==> src/hdl/assert_macros.svh <==
// Assertion helpers shared by the RTL modules.
`ifndef ASSERT_MACROS_SVH
`define ASSERT_MACROS_SVH

// Check a property on every rising edge, skipped while reset is high.
`define ASSERT_CLK(name, clk, rst, prop, msg) \
  name: assert property (@(posedge clk) disable iff (rst) prop) else $error(msg);

// Check that a condition never holds.
`define ASSERT_NEVER(name, clk, rst, cond, msg) \
  `ASSERT_CLK(name, clk, rst, !(cond), msg)

`endif

==> src/hdl/ipg_pkg.sv <==
`timescale 1ns / 1ps
`default_nettype none

package ipg_pkg;

  // Configuration
  localparam int             DIM_W           = 7;
  localparam int             MAX_DIM_DEFAULT = 64;
  localparam logic [DIM_W-1:0] DIM_RESET     = 7'd8;

  // Nearest double to 2.3 as a 53-bit mantissa (value * 2^51), split in two
  localparam logic [20:0] CELL_M_HI = 21'h126666;
  localparam logic [31:0] CELL_M_LO = 32'h66666666;

  // Colour scaling: hue = d*360, sat = (d*60+40)*255/100, light = sum*25*255/100
  localparam logic [8:0]  HUE_MUL   = 9'd360;
  localparam logic [13:0] SAT_MUL   = 14'd15300;
  localparam logic [47:0] SAT_ADD   = 48'd10200 << 31;
  localparam logic [12:0] LIGHT_MUL = 13'd6375;
  // ceil(2^24 / 100): exact quotient by 100 for values below 199728
  localparam logic [17:0] RECIP_100 = 18'd167773;

  typedef enum logic [1:0] {
    FUNC_ABSORB = 2'd0,
    FUNC_COLOR  = 2'd1,
    FUNC_ROW    = 2'd2
  } func_t;

  typedef enum logic [1:0] {
    ACC_HUE   = 2'd0,
    ACC_SAT   = 2'd1,
    ACC_FIRST = 2'd2,
    ACC_MORE  = 2'd3
  } acc_sel_t;

  typedef enum logic [3:0] {
    ST_IDLE,
    ST_ABSORB,
    ST_STEP,
    ST_ROUND,
    ST_ACC,
    ST_CMATH,
    ST_CDIV,
    ST_EMIT,
    ST_CMUL,
    ST_CELL,
    ST_RD,
    ST_OUT
  } ipg_state_t;

  typedef struct packed {
    logic     take;
    logic     absorb;
    logic     step;
    logic     round;
    logic     acc;
    acc_sel_t acc_sel;
    logic     color_mul;
    logic     color_div;
    logic     cell_mul;
    logic     cell_write;
    logic     read;
    logic     load;
    func_t    kind;
    logic     last;
  } ipg_cmd_t;

  typedef struct packed {
    logic out_free;
  } ipg_status_t;

endpackage

`default_nettype wire

==> src/hdl/ipg_ctrl.sv <==
`timescale 1ns / 1ps
`default_nettype none
`include "assert_macros.svh"

module ipg_ctrl #(
  parameter int MAX_DIM = 64
) (
  input  wire logic                    clk,
  input  wire logic                    rst,
  input  wire logic                    cfg_write,
  input  wire logic [6:0]              cfg_data,
  input  wire logic                    item_valid,
  output logic                         item_stall,
  input  wire logic [1:0]              func,
  input  wire ipg_pkg::ipg_status_t    status,
  output ipg_pkg::ipg_cmd_t            cmd,
  output logic [((MAX_DIM / 2 > 1) ? $clog2(MAX_DIM / 2) : 1)-1:0] idx
);

  import ipg_pkg::*;

  localparam int HALF_MAX = MAX_DIM / 2;
  localparam int CNT_W    = $clog2(HALF_MAX + 1);

  ipg_state_t       state;
  ipg_state_t       state_next;
  func_t            func_r;
  logic [2:0]       draw_cnt;
  logic             pass;
  logic [DIM_W-1:0] dimension;
  logic [5:0]       dim_half;
  logic [CNT_W-1:0] half;
  logic             last_idx;
  logic             accept;

  // Cells per half row, saturated at the RAM depth
  assign dim_half = dimension[DIM_W-1:1];
  assign half     = ({1'b0, dim_half} > 7'(HALF_MAX)) ? CNT_W'(HALF_MAX)
                                                      : dim_half[CNT_W-1:0];
  assign last_idx = (CNT_W'(idx) == half - CNT_W'(1));
  assign accept   = item_valid && (state == ST_IDLE);

  // Next state
  always_comb begin
    state_next = state;
    case (state)
      ST_IDLE: begin
        if (item_valid) begin
          case (func)
            FUNC_ABSORB: state_next = ST_ABSORB;
            FUNC_COLOR:  state_next = ST_STEP;
            FUNC_ROW:    state_next = (half == '0) ? ST_IDLE : ST_STEP;
            default:     state_next = ST_IDLE;
          endcase
        end
      end
      ST_ABSORB: state_next = ST_EMIT;
      ST_STEP:   state_next = ST_ROUND;
      ST_ROUND:  state_next = (func_r == FUNC_COLOR) ? ST_ACC : ST_CMUL;
      ST_ACC:    state_next = (draw_cnt == 3'd5) ? ST_CMATH : ST_STEP;
      ST_CMATH:  state_next = ST_CDIV;
      ST_CDIV:   state_next = ST_EMIT;
      ST_EMIT:   state_next = status.out_free ? ST_IDLE : ST_EMIT;
      ST_CMUL:   state_next = ST_CELL;
      ST_CELL:   state_next = last_idx ? ST_RD : ST_STEP;
      ST_RD:     state_next = ST_OUT;
      ST_OUT: begin
        if (status.out_free) begin
          state_next = (pass && idx == '0) ? ST_IDLE : ST_RD;
        end
      end
      default:   state_next = ST_IDLE;
    endcase
  end

  // Commands to the datapath
  always_comb begin
    cmd        = '0;
    item_stall = (state != ST_IDLE);
    case (state)
      ST_IDLE:   cmd.take = item_valid;
      ST_ABSORB: cmd.absorb = 1'b1;
      ST_STEP:   cmd.step = 1'b1;
      ST_ROUND:  cmd.round = 1'b1;
      ST_ACC: begin
        cmd.acc = 1'b1;
        case (draw_cnt)
          3'd0:    cmd.acc_sel = ACC_HUE;
          3'd1:    cmd.acc_sel = ACC_SAT;
          3'd2:    cmd.acc_sel = ACC_FIRST;
          default: cmd.acc_sel = ACC_MORE;
        endcase
      end
      ST_CMATH:  cmd.color_mul = 1'b1;
      ST_CDIV:   cmd.color_div = 1'b1;
      ST_EMIT: begin
        cmd.load = status.out_free;
        cmd.kind = func_r;
        cmd.last = 1'b1;
      end
      ST_CMUL:   cmd.cell_mul = 1'b1;
      ST_CELL:   cmd.cell_write = 1'b1;
      ST_RD:     cmd.read = 1'b1;
      ST_OUT: begin
        cmd.load = status.out_free;
        cmd.kind = FUNC_ROW;
        cmd.last = pass && (idx == '0);
      end
      default: begin
        cmd = '0;
      end
    endcase
  end

  // State, counters and the dimension register
  always_ff @(posedge clk) begin
    if (rst) begin
      state     <= ST_IDLE;
      func_r    <= FUNC_ABSORB;
      draw_cnt  <= '0;
      idx       <= '0;
      pass      <= 1'b0;
      dimension <= DIM_RESET;
    end else begin
      state <= state_next;
      if (cfg_write) begin
        dimension <= cfg_data;
      end
      case (state)
        ST_IDLE: begin
          if (accept) begin
            func_r   <= func_t'(func);
            draw_cnt <= '0;
            idx      <= '0;
            pass     <= 1'b0;
          end
        end
        ST_ACC: draw_cnt <= draw_cnt + 3'd1;
        ST_CELL: begin
          // restart at the first cell for the forward replay
          idx <= last_idx ? '0 : idx + 1'b1;
        end
        ST_OUT: begin
          if (status.out_free) begin
            if (!pass) begin
              if (last_idx) begin
                pass <= 1'b1;
              end else begin
                idx <= idx + 1'b1;
              end
            end else begin
              idx <= idx - 1'b1;
            end
          end
        end
        default: begin
          draw_cnt <= draw_cnt;
        end
      endcase
    end
  end

  `ASSERT_CLK(a_load_when_free, clk, rst, cmd.load |-> status.out_free, "load into busy output")
  `ASSERT_CLK(a_idx_in_half, clk, rst, (state == ST_OUT) |-> (CNT_W'(idx) < half), "row index past half")
  `ASSERT_CLK(a_six_draws, clk, rst, (state == ST_CMATH) |-> (draw_cnt == 3'd6), "colour draw count off")

endmodule

`default_nettype wire

==> config.mk <==
export PLATFORM = sky130hd
export DESIGN_NAME = ipg_ctrl
export DESIGN_NICKNAME = d
export VERILOG_FILES = /design/src/hdl/ipg_pkg.sv /design/src/hdl/ipg_ctrl.sv
export VERILOG_INCLUDE_DIRS = /design/src /design/src/hdl
export SDC_FILE = /design/constraint.sdc
export NUM_CORES = 1
export LEC_CHECK = 0
export BUFFER_PORTS_ARGS = -buffer_cell sky130_fd_sc_hd__buf_2
export CAP_MARGIN = 20
export CORE_ASPECT_RATIO = 1.4
export CORE_MARGIN = 4
export CORE_UTILIZATION = 59
export DETAILED_ROUTE_END_ITERATION = 8
export PLACE_DENSITY_LB_ADDON = 0.08
export SYNTH_ARGS = -nofsm -noshare
export SYNTH_HDL_FRONTEND = slang
export SYNTH_SLANG_ARGS = --single-unit
==> constraint.sdc <==
create_clock -name clk -period 3.5 [get_ports clk]
set_input_delay 0.175 -clock clk [delete_from_list [all_inputs] [get_ports clk]]
set_output_delay 0.175 -clock clk [all_outputs]
set_load 0.01 [all_outputs]
; After elaboration in Yosys (flattened, before gate mapping)
; Index checks and enable logic that the tools add are counted.
[totals]
ff_bits = 22
in_bits = 14
[op_classes]
n_eq_ne = 22
order_cmp = 1
n_reduce_logical = 17
muxes = 36
addsub = 4
[op_table]
columns = operator, n
row1 = $pmux W4 S11, 1
row2 = $mux W5, 5
row3 = $mux W4, 5
row4 = $eq A4 B3 Y1 const B, 4
row5 = $eq A4 B4 Y1 const B, 4
row6 = $pmux W5 S3, 1
row7 = $mux W1, 13
row8 = $mux W3, 4
row9 = $pmux W2 S3, 2
row10 = $eq A4 B2 Y1 const B, 2
row11 = $pmux W4 S2, 1
row12 = $eq A5 B6 Y1, 1
row13 = $gt A6 B6 Y1 const B, 1
row14 = $logic_not A6 Y1, 1
row15 = $mux W6, 1
row16 = $ne A2 B2 Y1 const B, 3
row17 = $pmux W3 S2, 1
row18 = $reduce_and A2 Y1, 3
row19 = $sub A6 B1 Y6 const B, 1
row20 = $add A5 B1 Y5 const B, 1
row21 = $logic_not A5 Y1, 1
row22 = $sub A5 B1 Y5 const B, 1
row23 = $eq A2 B1 Y1 const B, 2
row24 = $eq A4 B1 Y1 const B, 1
row25 = other kinds (18), 20

; Logic depth before layout (Yosys ltp)
; Gate-level depths: netlist of run 1.
[depth]
ltp_word = 8
depth_mapped = 8
mapped_depth_nobuf = 8

; Worst setup path after synthesis of run 1
; OpenSTA, ideal clock, no wires.
[synth_timing]
path_type = reg-to-reg
startpoint = reg dimension[6]
endpoint = reg idx[3] in the netlist's numbering
t_required_ns = 3.383
slack_ns = 1.305
n_path_buf = 0
arrival_time_ns = 2.077
period_less_slack_ns = 2.195
path_stages_with_launch = 9
cell_sequence = dfxtp_1 nand2b_1 ha_1 or4b_1 o211ai_2 xor2_2 nor4_4 o22ai_1 a32o_2
[synth_between]
elab_chain_len = 6
word_cells_on_any_way = 8
classes_between = add/sub (1) / order compare (1) / eq/ne (2) / mux (3) / reduce/logical (1)
[synth_rtl]
columns = item, line
row1 = "start, declared", ipg_ctrl.sv:30  ; logic [DIM_W-1:0] dimension;
row2 = "start signal, assigned", ipg_ctrl.sv:127  ; dimension <= cfg_data;
row3 = $gt A6 B6 Y1, ipg_ctrl.sv:38  ; assign half = ({1'b0, dim_half} > 7'(HALF_MAX)) ? CNT_W'(HALF_MAX)
row4 = $mux W6 (*), ipg_ctrl.sv:38
row5 = $sub A6 B1 Y6 (*), ipg_ctrl.sv:40  ; assign last_idx = (CNT_W'(idx) == half - CNT_W'(1));
row6 = $eq A5 B6 Y1 (*), ipg_ctrl.sv:40
row7 = $ne A3 B3 Y1 (no line) or $mux W5 (tied branches), --
row8 = $reduce_and A4 Y1 (no line) or $pmux W5 S3 (tied branches), --
row9 = "end signal, assigned", ipg_ctrl.sv:141  ; idx <= last_idx ? '0 : idx + 1'b1;
row10 = "end signal, assigned", ipg_ctrl.sv:149  ; idx <= idx + 1'b1;
row11 = "end signal, assigned", ipg_ctrl.sv:152  ; idx <= idx - 1'b1;
row12 = "end, declared", ipg_ctrl.sv:17  ; output logic [((MAX_DIM / 2 > 1) ? $clog2(MAX_DIM / 2) : 1)-1:0] idx
; Every way passes the cells marked *; elsewhere a longest branch is shown, timed or not.
; A chain may end at the register's enable or synchronous reset.

; Worst setup path in the final report of run 1
; Same ends and word-level chain as after synthesis.

==> impl_metrics.tcl, run 1 <==
set metrics [dict create \
    synth.distinct_cells 49 \
    synthTopCellsByArea "dfxtp_1 25%, ha_1 6.7%, nand2_1 6.3%" \
    grt_overflow 0 \
    synth_seq_cells 21 \
    fin_crit_sh_pct 71.3 \
    cts-root-buf "clkbuf_4" \
    setup_viol_count_final 0 \
    worst-endpoint-required_ns 3.73 \
    cts.path.max_buffers 2 \
    syn_area_per_cell_um2 7.49 \
    syn-cell-area_mm2 0.00167 \
    nNetsFinal 271 \
    wl_um 3900 \
    fmax_ghz 0.401 \
    numCtsBuffers 3 \
    place_inst 279 \
    synthCells 223 \
    die_area_mm2 0.00376 \
    worstMarginPinSlew_ns 0.540 \
    clkTransAtPathRegs_ns 0.13 \
    stdcell_count 283 \
    rsz0062_at_grt "no" \
    finalSetupTns_ns 0 \
    die_x_um 53.0 \
    first_iter_violations 72 \
    whs_path_depth 2 \
    layout-drive-gt1-share_pct 19.4 \
    hold-path-endpoint "dimension[3]$_SDFFE_PP1P_" \
    dpl.hpwl_um 2930 \
    p_leak_nw 0.799 \
    clock_skew_ns 0.00197 \
    maxSlewViolCount 0 \
    p_int_uw 375 \
    p_switching_uw 236 \
    start_kind "flip-flop" \
    area_growth_pct 10.9 \
    yosys.area.top_type "dfxtp_1" \
    rrSetupSlack_ns 1.00 \
    pwr-share-comb_pct 31.8 \
    p_sw_share_pct 38.7 \
    drv_cap 0 \
    gp_congestion 0.886 \
    cts_setup_buffers 0 \
    hp-class "primary input to flip-flop" \
    reg2reg_from "dimension[6]$_SDFFE_PP0P_" \
    routed-wl-met3_um 154 \
    route.met2.wl_um 2060 \
    end_kind "flip-flop" \
    power_density_mw_per_mm2 330 \
    relSlewSlack_pct 63.9 \
    drc 0 \
    synthesis.nets 246 \
    first_pass_iters 4 \
    viasPerCell 5.91 \
    layout_common_cells "34 x buf_2, 28 x nor2_1, 28 x nand2_1" \
    status "complete, no violations" \
    port-buffer-count 34 \
    final_hold_viol_count 0 \
    top_layer "met4" \
    layout_commonest_cell "buf_2" \
    r2r_end "idx[3]$_SDFFE_PP0P_" \
    hp-start "cfg_data[3]" \
    grt_max_degree 21 \
    met1_length_um 1630 \
    cts_resized 0 \
    crit_fanout 9 \
    period_needed_ns 2.50 \
    clkLatencyLatePin_ns 0.32 \
    coreArea_mm2 0.00267 \
    diodes 0 \
    cts_hold_buf 0 \
    arrival_ns 2.72 \
    ant_nets 0 \
    grt_pass1_vias 1427 \
    fp.dieH_um 71.0 \
    grt_usage_pct 21.8 \
    cts_sinks 21 \
    io_pins 36 \
    antenna_found_initial 0 \
    htreeDepth 1 \
    synth_warnings 0 \
    power.share.clock_pct 20.6 \
    criticalPathCategory "flip-flop to flip-flop" \
    initial_core_util_pct 62.6 \
    cts_tree "yes" \
    peakVddDrop_v 0.000257 \
    worst_r2r_path_depth 8 \
    ys_seq_area_share_pct 25.2 \
    wl_per_cell_um 13.8 \
    std_cell_rows 22 \
    grt_pass1_wl_um 6330 \
    synth_top_area_share_pct 25.2 \
    routed-via-count 1673 \
    sequentialPowerShare_pct 47.6 \
]
-- final cells by class --
cell class / instances / area, µm²
clock inverter: 1 / 7.51
clock buffer: 3 / 22.5
inverter: 10 / 37.5
multi-input combinational: 178 / 1150
tap: 36 / 45.0
timing repair buffer: 34 / 170
fill: 263 / 818
sequential: 21 / 420
-- synthesized netlist by cell type (all sizes together) --
master	count
nor4	3
a21oi	13
nor3	10
nor2b	4
a22o	2
o22ai	1
a21o	1
xnor2	8
dfxtp	21
inv	10
nand3b	1
a32oi	2
a221oi	1
buf	8
or2	1
o22a	1
a2bb2oi	1
o21ai	11
o32a	2
nor3b	2
mux2i	7
nor2	28
o211ai	2
and2	1
a2111oi	2
and4b	1
a32o	2
a211o	2
a22oi	1
o2bb2ai	2
or4b	1
nand2	28
xor2	4
and3	3
ha	9
a31oi	1
clkbuf	6
nand2b	6
nand3	14
-- worst max path at each step --
stage	from	endpoint	slack, ns	cells after the start
after floorplan	dimension[6]$_SDFFE_PP0P_	idx[3]$_SDFFE_PP0P_	1.31	8
after global placement	dimension[6]$_SDFFE_PP0P_	idx[1]$_SDFFE_PP0P_	1.07	8
after detailed placement	dimension[6]$_SDFFE_PP0P_	idx[3]$_SDFFE_PP0P_	1.05	8
after CTS	dimension[6]$_SDFFE_PP0P_	idx[3]$_SDFFE_PP0P_	0.98	8
after global routing	dimension[6]$_SDFFE_PP0P_	idx[3]$_SDFFE_PP0P_	0.88	8
final	dimension[6]$_SDFFE_PP0P_	idx[3]$_SDFFE_PP0P_	1.00	8
-- sequential cells by signal, summed over array words and instances (netlist names) --
| register | flops |
|---|---|
| func_r | 2 |
| dimension | 6 |
| pass | 1 |
| draw_cnt | 3 |
| state | 4 |
| idx | 5 |
-- power by group through the flow --
stage | registers, mW | clock network (mW) | logic [mW]
final | 0.291 | 0.126 | 0.194
after global routing | 0.296 | 0.140 | 0.217
after CTS | 0.290 | 0.130 | 0.195
after detailed placement | 0.296 | 0 | 0.193
after global placement | 0.296 | 0 | 0.191
after floorplan | 0.271 | 0 | 0.169
-- metal layers --
metal,GRT usage (%),vias up
met5,0,-
met4,7.39,0
met3,2.53,5
met2,38.5,42
met1,26.5,796
li1,-,830
-- cell families (layout without fill, tap and decap cells) --
logic type | count (synthesis) | after routing | synth area share [%]
compound gates | 47 | 47 | 21.1
flops | 21 | 21 | 25.2
xor+xnor | 12 | 12 | 6.74
mux | 7 | 7 | 4.19
fa+ha+maj | 9 | 9 | 6.74
simple gates | 103 | 103 | 30.0
buf+inv | 24 | 48 | 6.07
-- critical path, cell delays in order, from the launching register on --
cell	delay (ns)
dfxtp_1	0.47
nand2b_1	0.22
ha_1	0.25
or4b_1	0.46
o211ai_2	0.11
xor2_2	0.13
nor4_4	0.36
o22ai_1	0.13
a32o_2	0.28
-- stage by stage --
step	area, µm²	util, %	hold slack [ns]	setup WS [ns]	total power, mW
finish	1850	69.4	0.0523	1.00	0.611
global placement	1820	68.2	0.384	1.07	0.486
detailed placement	1820	68.2	0.387	1.05	0.489
CTS	1850	69.4	0.0438	0.984	0.615
global route	1850	69.4	0.0493	0.880	0.653
floorplan	1670	-	0.297	1.31	0.440
Note: power is estimated with default switching activity, not from simulation.
==> inputs of run 2 (changes only) <==
--- a/config.mk
+++ b/config.mk
@@ -10,7 +10,7 @@
 export CAP_MARGIN = 20
 export CORE_ASPECT_RATIO = 1.4
 export CORE_MARGIN = 4
-export CORE_UTILIZATION = 59
+export CORE_UTILIZATION = 54
 export DETAILED_ROUTE_END_ITERATION = 8
 export PLACE_DENSITY_LB_ADDON = 0.08
 export SYNTH_ARGS = -nofsm -noshare
==> constraint.sdc (replaced) <==
create_clock -name clk -period 2.5 [get_ports clk]
set_input_delay 0.125 -clock clk [delete_from_list [all_inputs] [get_ports clk]]
set_output_delay 0.125 -clock clk [all_outputs]
set_load 0.01 [all_outputs]
==> run 2 against run 1 <==
First-iteration DRC count fell by 56%. Via count fell by 1.4%. Worst hold slack improved by 0.011 ns. Non-clock buffer count rose by 4. Setup slack got worse by 0.88 ns. Total power rose by 50%. Utilization fell by 3.6 points. Maximum frequency rose by 4.9%. Register-to-register slack got worse by 0.88 ns. Die area rose by 8.0%. Sequential share of layout area fell by 0.71 points. Critical path depth rose by 1. Largest power group unchanged.
==> impl_metrics.tcl, run 2 (same netlist as run 1, synthesis figures left out) <==
set metrics [dict create \
    grt_overflow 0 \
    sequentialPowerShare_pct 44.4 \
    fmax_ghz 0.420 \
    route.met2.wl_um 2040 \
    status "complete, no violations" \
    start_kind "flip-flop" \
    power_density_mw_per_mm2 480 \
    fillers 292 \
    pwr-share-comb_pct 30.1 \
    final_hold_viol_count 0 \
    htreeDepth 1 \
    rrSetupSlack_ns 0.12 \
    grt_pass1_vias 1453 \
    wl_per_cell_um 14.1 \
    diodes 0 \
    critPathTopFamily "simple AND/OR/NAND/NOR gates" \
    clkLatencyLatePin_ns 0.26 \
    p_switching_uw 339 \
    top_layer "met4" \
    gp_congestion 0.793 \
    cts_sinks 21 \
    antenna_found_initial 0 \
    criticalPathCategory "flip-flop to flip-flop" \
    cp_num_buf_inv 1 \
    p_leak_nw 0.830 \
    grt_pass1_wl_um 6690 \
    port-buffer-count 34 \
    fin_crit_sh_pct 95.1 \
    regMostFlops "dimension" \
    viasPerCell 5.73 \
    cpPeakStageDelay_ns 0.46 \
    fp.dieH_um 73.8 \
    power.share.clock_pct 25.5 \
    setup_viol_count_final 0 \
    worst-endpoint-required_ns 2.66 \
    layout-drive-gt1-share_pct 21.5 \
    clkTransAtPathRegs_ns 0.09 \
    first_pass_iters 4 \
    arrival_ns 2.54 \
    drv_cap 0 \
    met1_length_um 1790 \
    first_iter_violations 32 \
    clock_skew_ns 0.00694 \
    drc 0 \
    worstMarginPinSlew_ns 0.568 \
    area_growth_pct 14.5 \
    crit_slowest_cell "or4b_1" \
    finalSetupTns_ns 0 \
    place_area_mm2 0.00185 \
    coreArea_mm2 0.00291 \
    hold_ws_ns 0.0629 \
    die_x_um 55.0 \
    layout_commonest_cell "buf_2" \
    std_cell_rows 23 \
    dpl.hpwl_um 3010 \
    wl_um 4050 \
    layout_common_cells "34 x buf_2, 28 x nor2_1, 28 x nand2_1" \
    largestRegisters "dimension x6, idx x5, state x4" \
    maxSlewViolCount 0 \
    grt_max_degree 21 \
    finish.utilization_pct 65.8 \
    crit_chain "nand2b_1 -> ha_2 -> or4b_1 -> o211ai_2 -> xor2_2 -> nor4_4 -> buf_4 -> o22ai_1 -> a32o_2" \
    hp-class "primary input to flip-flop" \
    relSlewSlack_pct 62.1 \
    cts.path.max_buffers 2 \
    routed-wl-met3_um 179 \
    end_kind "flip-flop" \
    grt_usage_pct 21.6 \
    nNetsFinal 275 \
    io_pins 36 \
    p_int_uw 579 \
    peakVddDrop_v 0.000352 \
    die_area_mm2 0.00406 \
    routed-via-count 1650 \
    p_sw_share_pct 36.9 \
    period_needed_ns 2.38 \
    numCtsBuffers 3 \
    crit_fanout 6 \
    initial_core_util_pct 57.5 \
    cts-root-buf "clkbuf_8" \
    ant_nets 0 \
    finalInstanceArea_mm2 0.00191 \
    largest_register_ffs 6 \
    cts_tree "yes" \
]
## run 2: power groups by stage
stage / sequential (mW) / clock (mW) / combinational (mW)
after detailed placement: 0.414 / 0 / 0.274
after floorplan: 0.379 / 0 / 0.237
after CTS: 0.406 / 0.240 / 0.276
final: 0.408 / 0.234 / 0.277
after global placement: 0.413 / 0 / 0.271
after global routing: 0.413 / 0.252 / 0.309
## run 2: metal layers
metal | global-route usage [%] | vias up
met2 | 37.8 | 47
met1 | 27.7 | 762
li1 | - | 835
met4 | 5.14 | 0
met3 | 1.83 | 6
met5 | 0 | -
## run 2: what timing repair did
action	CTS	global route
hold buffers	0	0
setup buffers	0	1
hold endpoints to repair	0	0
setup endpoints to repair	0	4
resized for setup	0	2
## run 2: layout make-up
type	instances	area [µm²]	share of cell area, %
clock inverter	1	7.51	0.393
inverter	10	37.5	1.96
tap	37	46.3	2.42
clock buffer	3	41.3	2.16
timing repair buffer	38	200	10.5
multi-input combinational	178	1160	60.6
sequential	21	420	22.0
## run 2: path summary, 6_finish.rpt
kind	to	cells after the start	from
hold / removal	dimension[3]$_SDFFE_PP1P_	2	cfg_data[3]
setup / recovery	idx[3]$_SDFFE_PP0P_	9	dimension[6]$_SDFFE_PP0P_
setup reg to reg	idx[3]$_SDFFE_PP0P_	9	dimension[6]$_SDFFE_PP0P_
hold reg to reg	draw_cnt[0]$_SDFFE_PP0P_	2	draw_cnt[0]$_SDFFE_PP0P_
## run 2: metrics by stage
step	power, mW	std cells	setup slack, ns
3_3_place_gp	0.684	283	0.247
6_report	0.918	288	0.121
5_1_grt	0.974	288	-0.00184
2_1_floorplan	0.617	223	0.305
3_5_place_dp	0.688	283	0.190
4_1_cts	0.921	287	0.149
==> inputs of run 3 (changes only) <==
--- a/config.mk
+++ b/config.mk
@@ -7,12 +7,13 @@
 export NUM_CORES = 1
 export LEC_CHECK = 0
 export BUFFER_PORTS_ARGS = -buffer_cell sky130_fd_sc_hd__buf_2
-export CAP_MARGIN = 20
+export CAP_MARGIN = 0
 export CORE_ASPECT_RATIO = 1.4
 export CORE_MARGIN = 4
 export CORE_UTILIZATION = 54
 export DETAILED_ROUTE_END_ITERATION = 8
 export PLACE_DENSITY_LB_ADDON = 0.08
+export RECOVER_POWER = 100
 export SYNTH_ARGS = -nofsm -noshare
 export SYNTH_HDL_FRONTEND = slang
 export SYNTH_SLANG_ARGS = --single-unit
==> run 3 against run 2 <==
Clock-buffer cell count is the same. Worst hold slack improved by 0.0022 ns. Die area unchanged. Via count down 1.6%. Utilization is 1.2 points lower. Total power shrank 0.91%. Critical path depth unchanged. Non-clock buffer count unchanged. Critical endpoint unchanged. Global-route usage unchanged.
==> impl_metrics.tcl, run 3 (same netlist as run 1, synthesis figures left out) <==
set metrics [dict create \
    grt_overflow 0 \
    wl_um 4060 \
    grt_pass1_wl_um 6690 \
    start_kind "flip-flop" \
    htreeDepth 1 \
    sequentialPowerShare_pct 44.8 \
    drv_cap 0 \
    largestRegisters "dimension x6, idx x5, state x4" \
    p_switching_uw 337 \
    first_iter_violations 44 \
    place_area_mm2 0.00185 \
    numCtsBuffers 3 \
    pwr-share-comb_pct 29.7 \
    p_sw_share_pct 37.1 \
    first_pass_iters 4 \
    regMostFlops "dimension" \
    criticalPathCategory "flip-flop to flip-flop" \
    cts.path.max_buffers 2 \
    coreArea_mm2 0.00291 \
    maxSlewViolCount 0 \
    hold-path-endpoint "dimension[3]$_SDFFE_PP1P_" \
    fp.dieH_um 73.8 \
    dpl.hpwl_um 3010 \
    ant_nets 0 \
    status "complete, no violations" \
    antenna_found_initial 0 \
    fmax_ghz 0.424 \
    end_kind "flip-flop" \
    wl_per_cell_um 14.1 \
    setup_viol_count_final 0 \
    fin_ws_ns 0.140 \
    whs_path_depth 2 \
    cts_sinks 21 \
    gp_congestion 0.793 \
    period_needed_ns 2.36 \
    power_uw 910 \
    initial_core_util_pct 57.5 \
    die_x_um 55.0 \
    dpl_worst_slack_ns 0.190 \
    grt_pass1_vias 1453 \
    clkTransAtPathRegs_ns 0.08 \
    fillers 301 \
    grt_max_degree 21 \
    die_area_mm2 0.00406 \
    cts-root-buf "clkbuf_8" \
    std_cell_rows 23 \
    viasPerCell 5.64 \
    peakVddDrop_v 0.000350 \
    clock_skew_ns 0.00470 \
    arrival_ns 2.52 \
    rrSetupSlack_ns 0.14 \
    hp-start "cfg_data[3]" \
    r2r_end "idx[3]$_SDFFE_PP0P_" \
    worst-endpoint-required_ns 2.66 \
    p_int_uw 572 \
    grt_usage_pct 21.6 \
    io_pins 36 \
    nNetsFinal 275 \
    reg2reg_from "dimension[6]$_SDFFE_PP0P_" \
    diodes 0 \
    hold_ws_ns 0.0651 \
    layout-drive-gt1-share_pct 12.4 \
    routed-via-count 1624 \
    clkLatencyLatePin_ns 0.26 \
    finish.utilization_pct 64.6 \
    largest_register_ffs 6 \
    finalInstanceArea_mm2 0.00188 \
    hp-class "primary input to flip-flop" \
    final_hold_viol_count 0 \
    worst_r2r_path_depth 9 \
    worstMarginPinSlew_ns 0.531 \
    power_density_mw_per_mm2 485 \
    cts_tree "yes" \
    power.share.clock_pct 25.5 \
    p_leak_nw 0.737 \
    relSlewSlack_pct 64.6 \
    crit_fanout 6 \
    drc 0 \
    area_growth_pct 12.4 \
    port-buffer-count 34 \
    fin_crit_sh_pct 94.4 \
    layout_common_cells "28 x nor2_1, 28 x nand2_1, 22 x clkbuf_1" \
]
[run 3: cell type report]
cell class / instances / area [µm²] / share of cell area (%)
inverters: 10 / 37.5 / 2.00
well taps: 37 / 46.3 / 2.47
flip-flops and latches: 21 / 420 / 22.4
clock inverters: 1 / 7.51 / 0.400
repair buffers: 38 / 165 / 8.80
clock buffers: 3 / 41.3 / 2.20
multi-input cells: 178 / 1160 / 61.7
[run 3: worst max-delay path by stage]
stage                              start             endpoint
3_5_place_dp   dimension[6]$_SDFFE_PP0P_  idx[3]$_SDFFE_PP0P_
6_report       dimension[6]$_SDFFE_PP0P_  idx[3]$_SDFFE_PP0P_
4_1_cts        dimension[6]$_SDFFE_PP0P_  idx[3]$_SDFFE_PP0P_
5_1_grt        dimension[6]$_SDFFE_PP0P_  idx[3]$_SDFFE_PP0P_
2_1_floorplan  dimension[6]$_SDFFE_PP0P_  idx[3]$_SDFFE_PP0P_
3_3_place_gp   dimension[6]$_SDFFE_PP0P_  idx[3]$_SDFFE_PP0P_
[run 3: metal layers]
layer	global-route usage, %	wire (µm)
met3	1.83	167
met2	37.8	2030
met1	27.7	1820
met5	0	0
met4	5.14	44
[run 3: repair_timing]
action	CTS	global route
endpoints found under the setup margin	0	4
buffers inserted	0	1
gates resized for setup	0	2
hold buffers	0	0
[run 3: worst max-delay path, cell delays in order, from the launching register on]
cell and delay (ns):
dfxtp_1 0.36, nand2b_1 0.15, ha_2 0.22, or4b_1 0.46, o211ai_2 0.10, xor2_2 0.12, nor4_4 0.31, buf_4 0.20
o22ai_1 0.07, a32o_2 0.27
[run 3: metrics by stage]
| step | std cells | TNS, ns |
|---|---|---|
| 2_1_floorplan | 223 | 0 |
| 3_3_place_gp | 283 | 0 |
| 3_5_place_dp | 283 | 0 |
| 4_1_cts | 287 | 0 |
| 5_1_grt | 288 | -0.000588 |
| 6_report | 288 | 0 |
[run 3: power by group through the flow]
stage                     clock network, mW  registers [mW]  logic, mW
after floorplan                           0           0.379      0.237
after global placement                    0           0.413      0.271
after detailed placement                  0           0.414      0.274
after CTS                             0.240           0.406      0.276
after global routing                  0.252           0.413      0.302
final                                 0.232           0.407      0.270
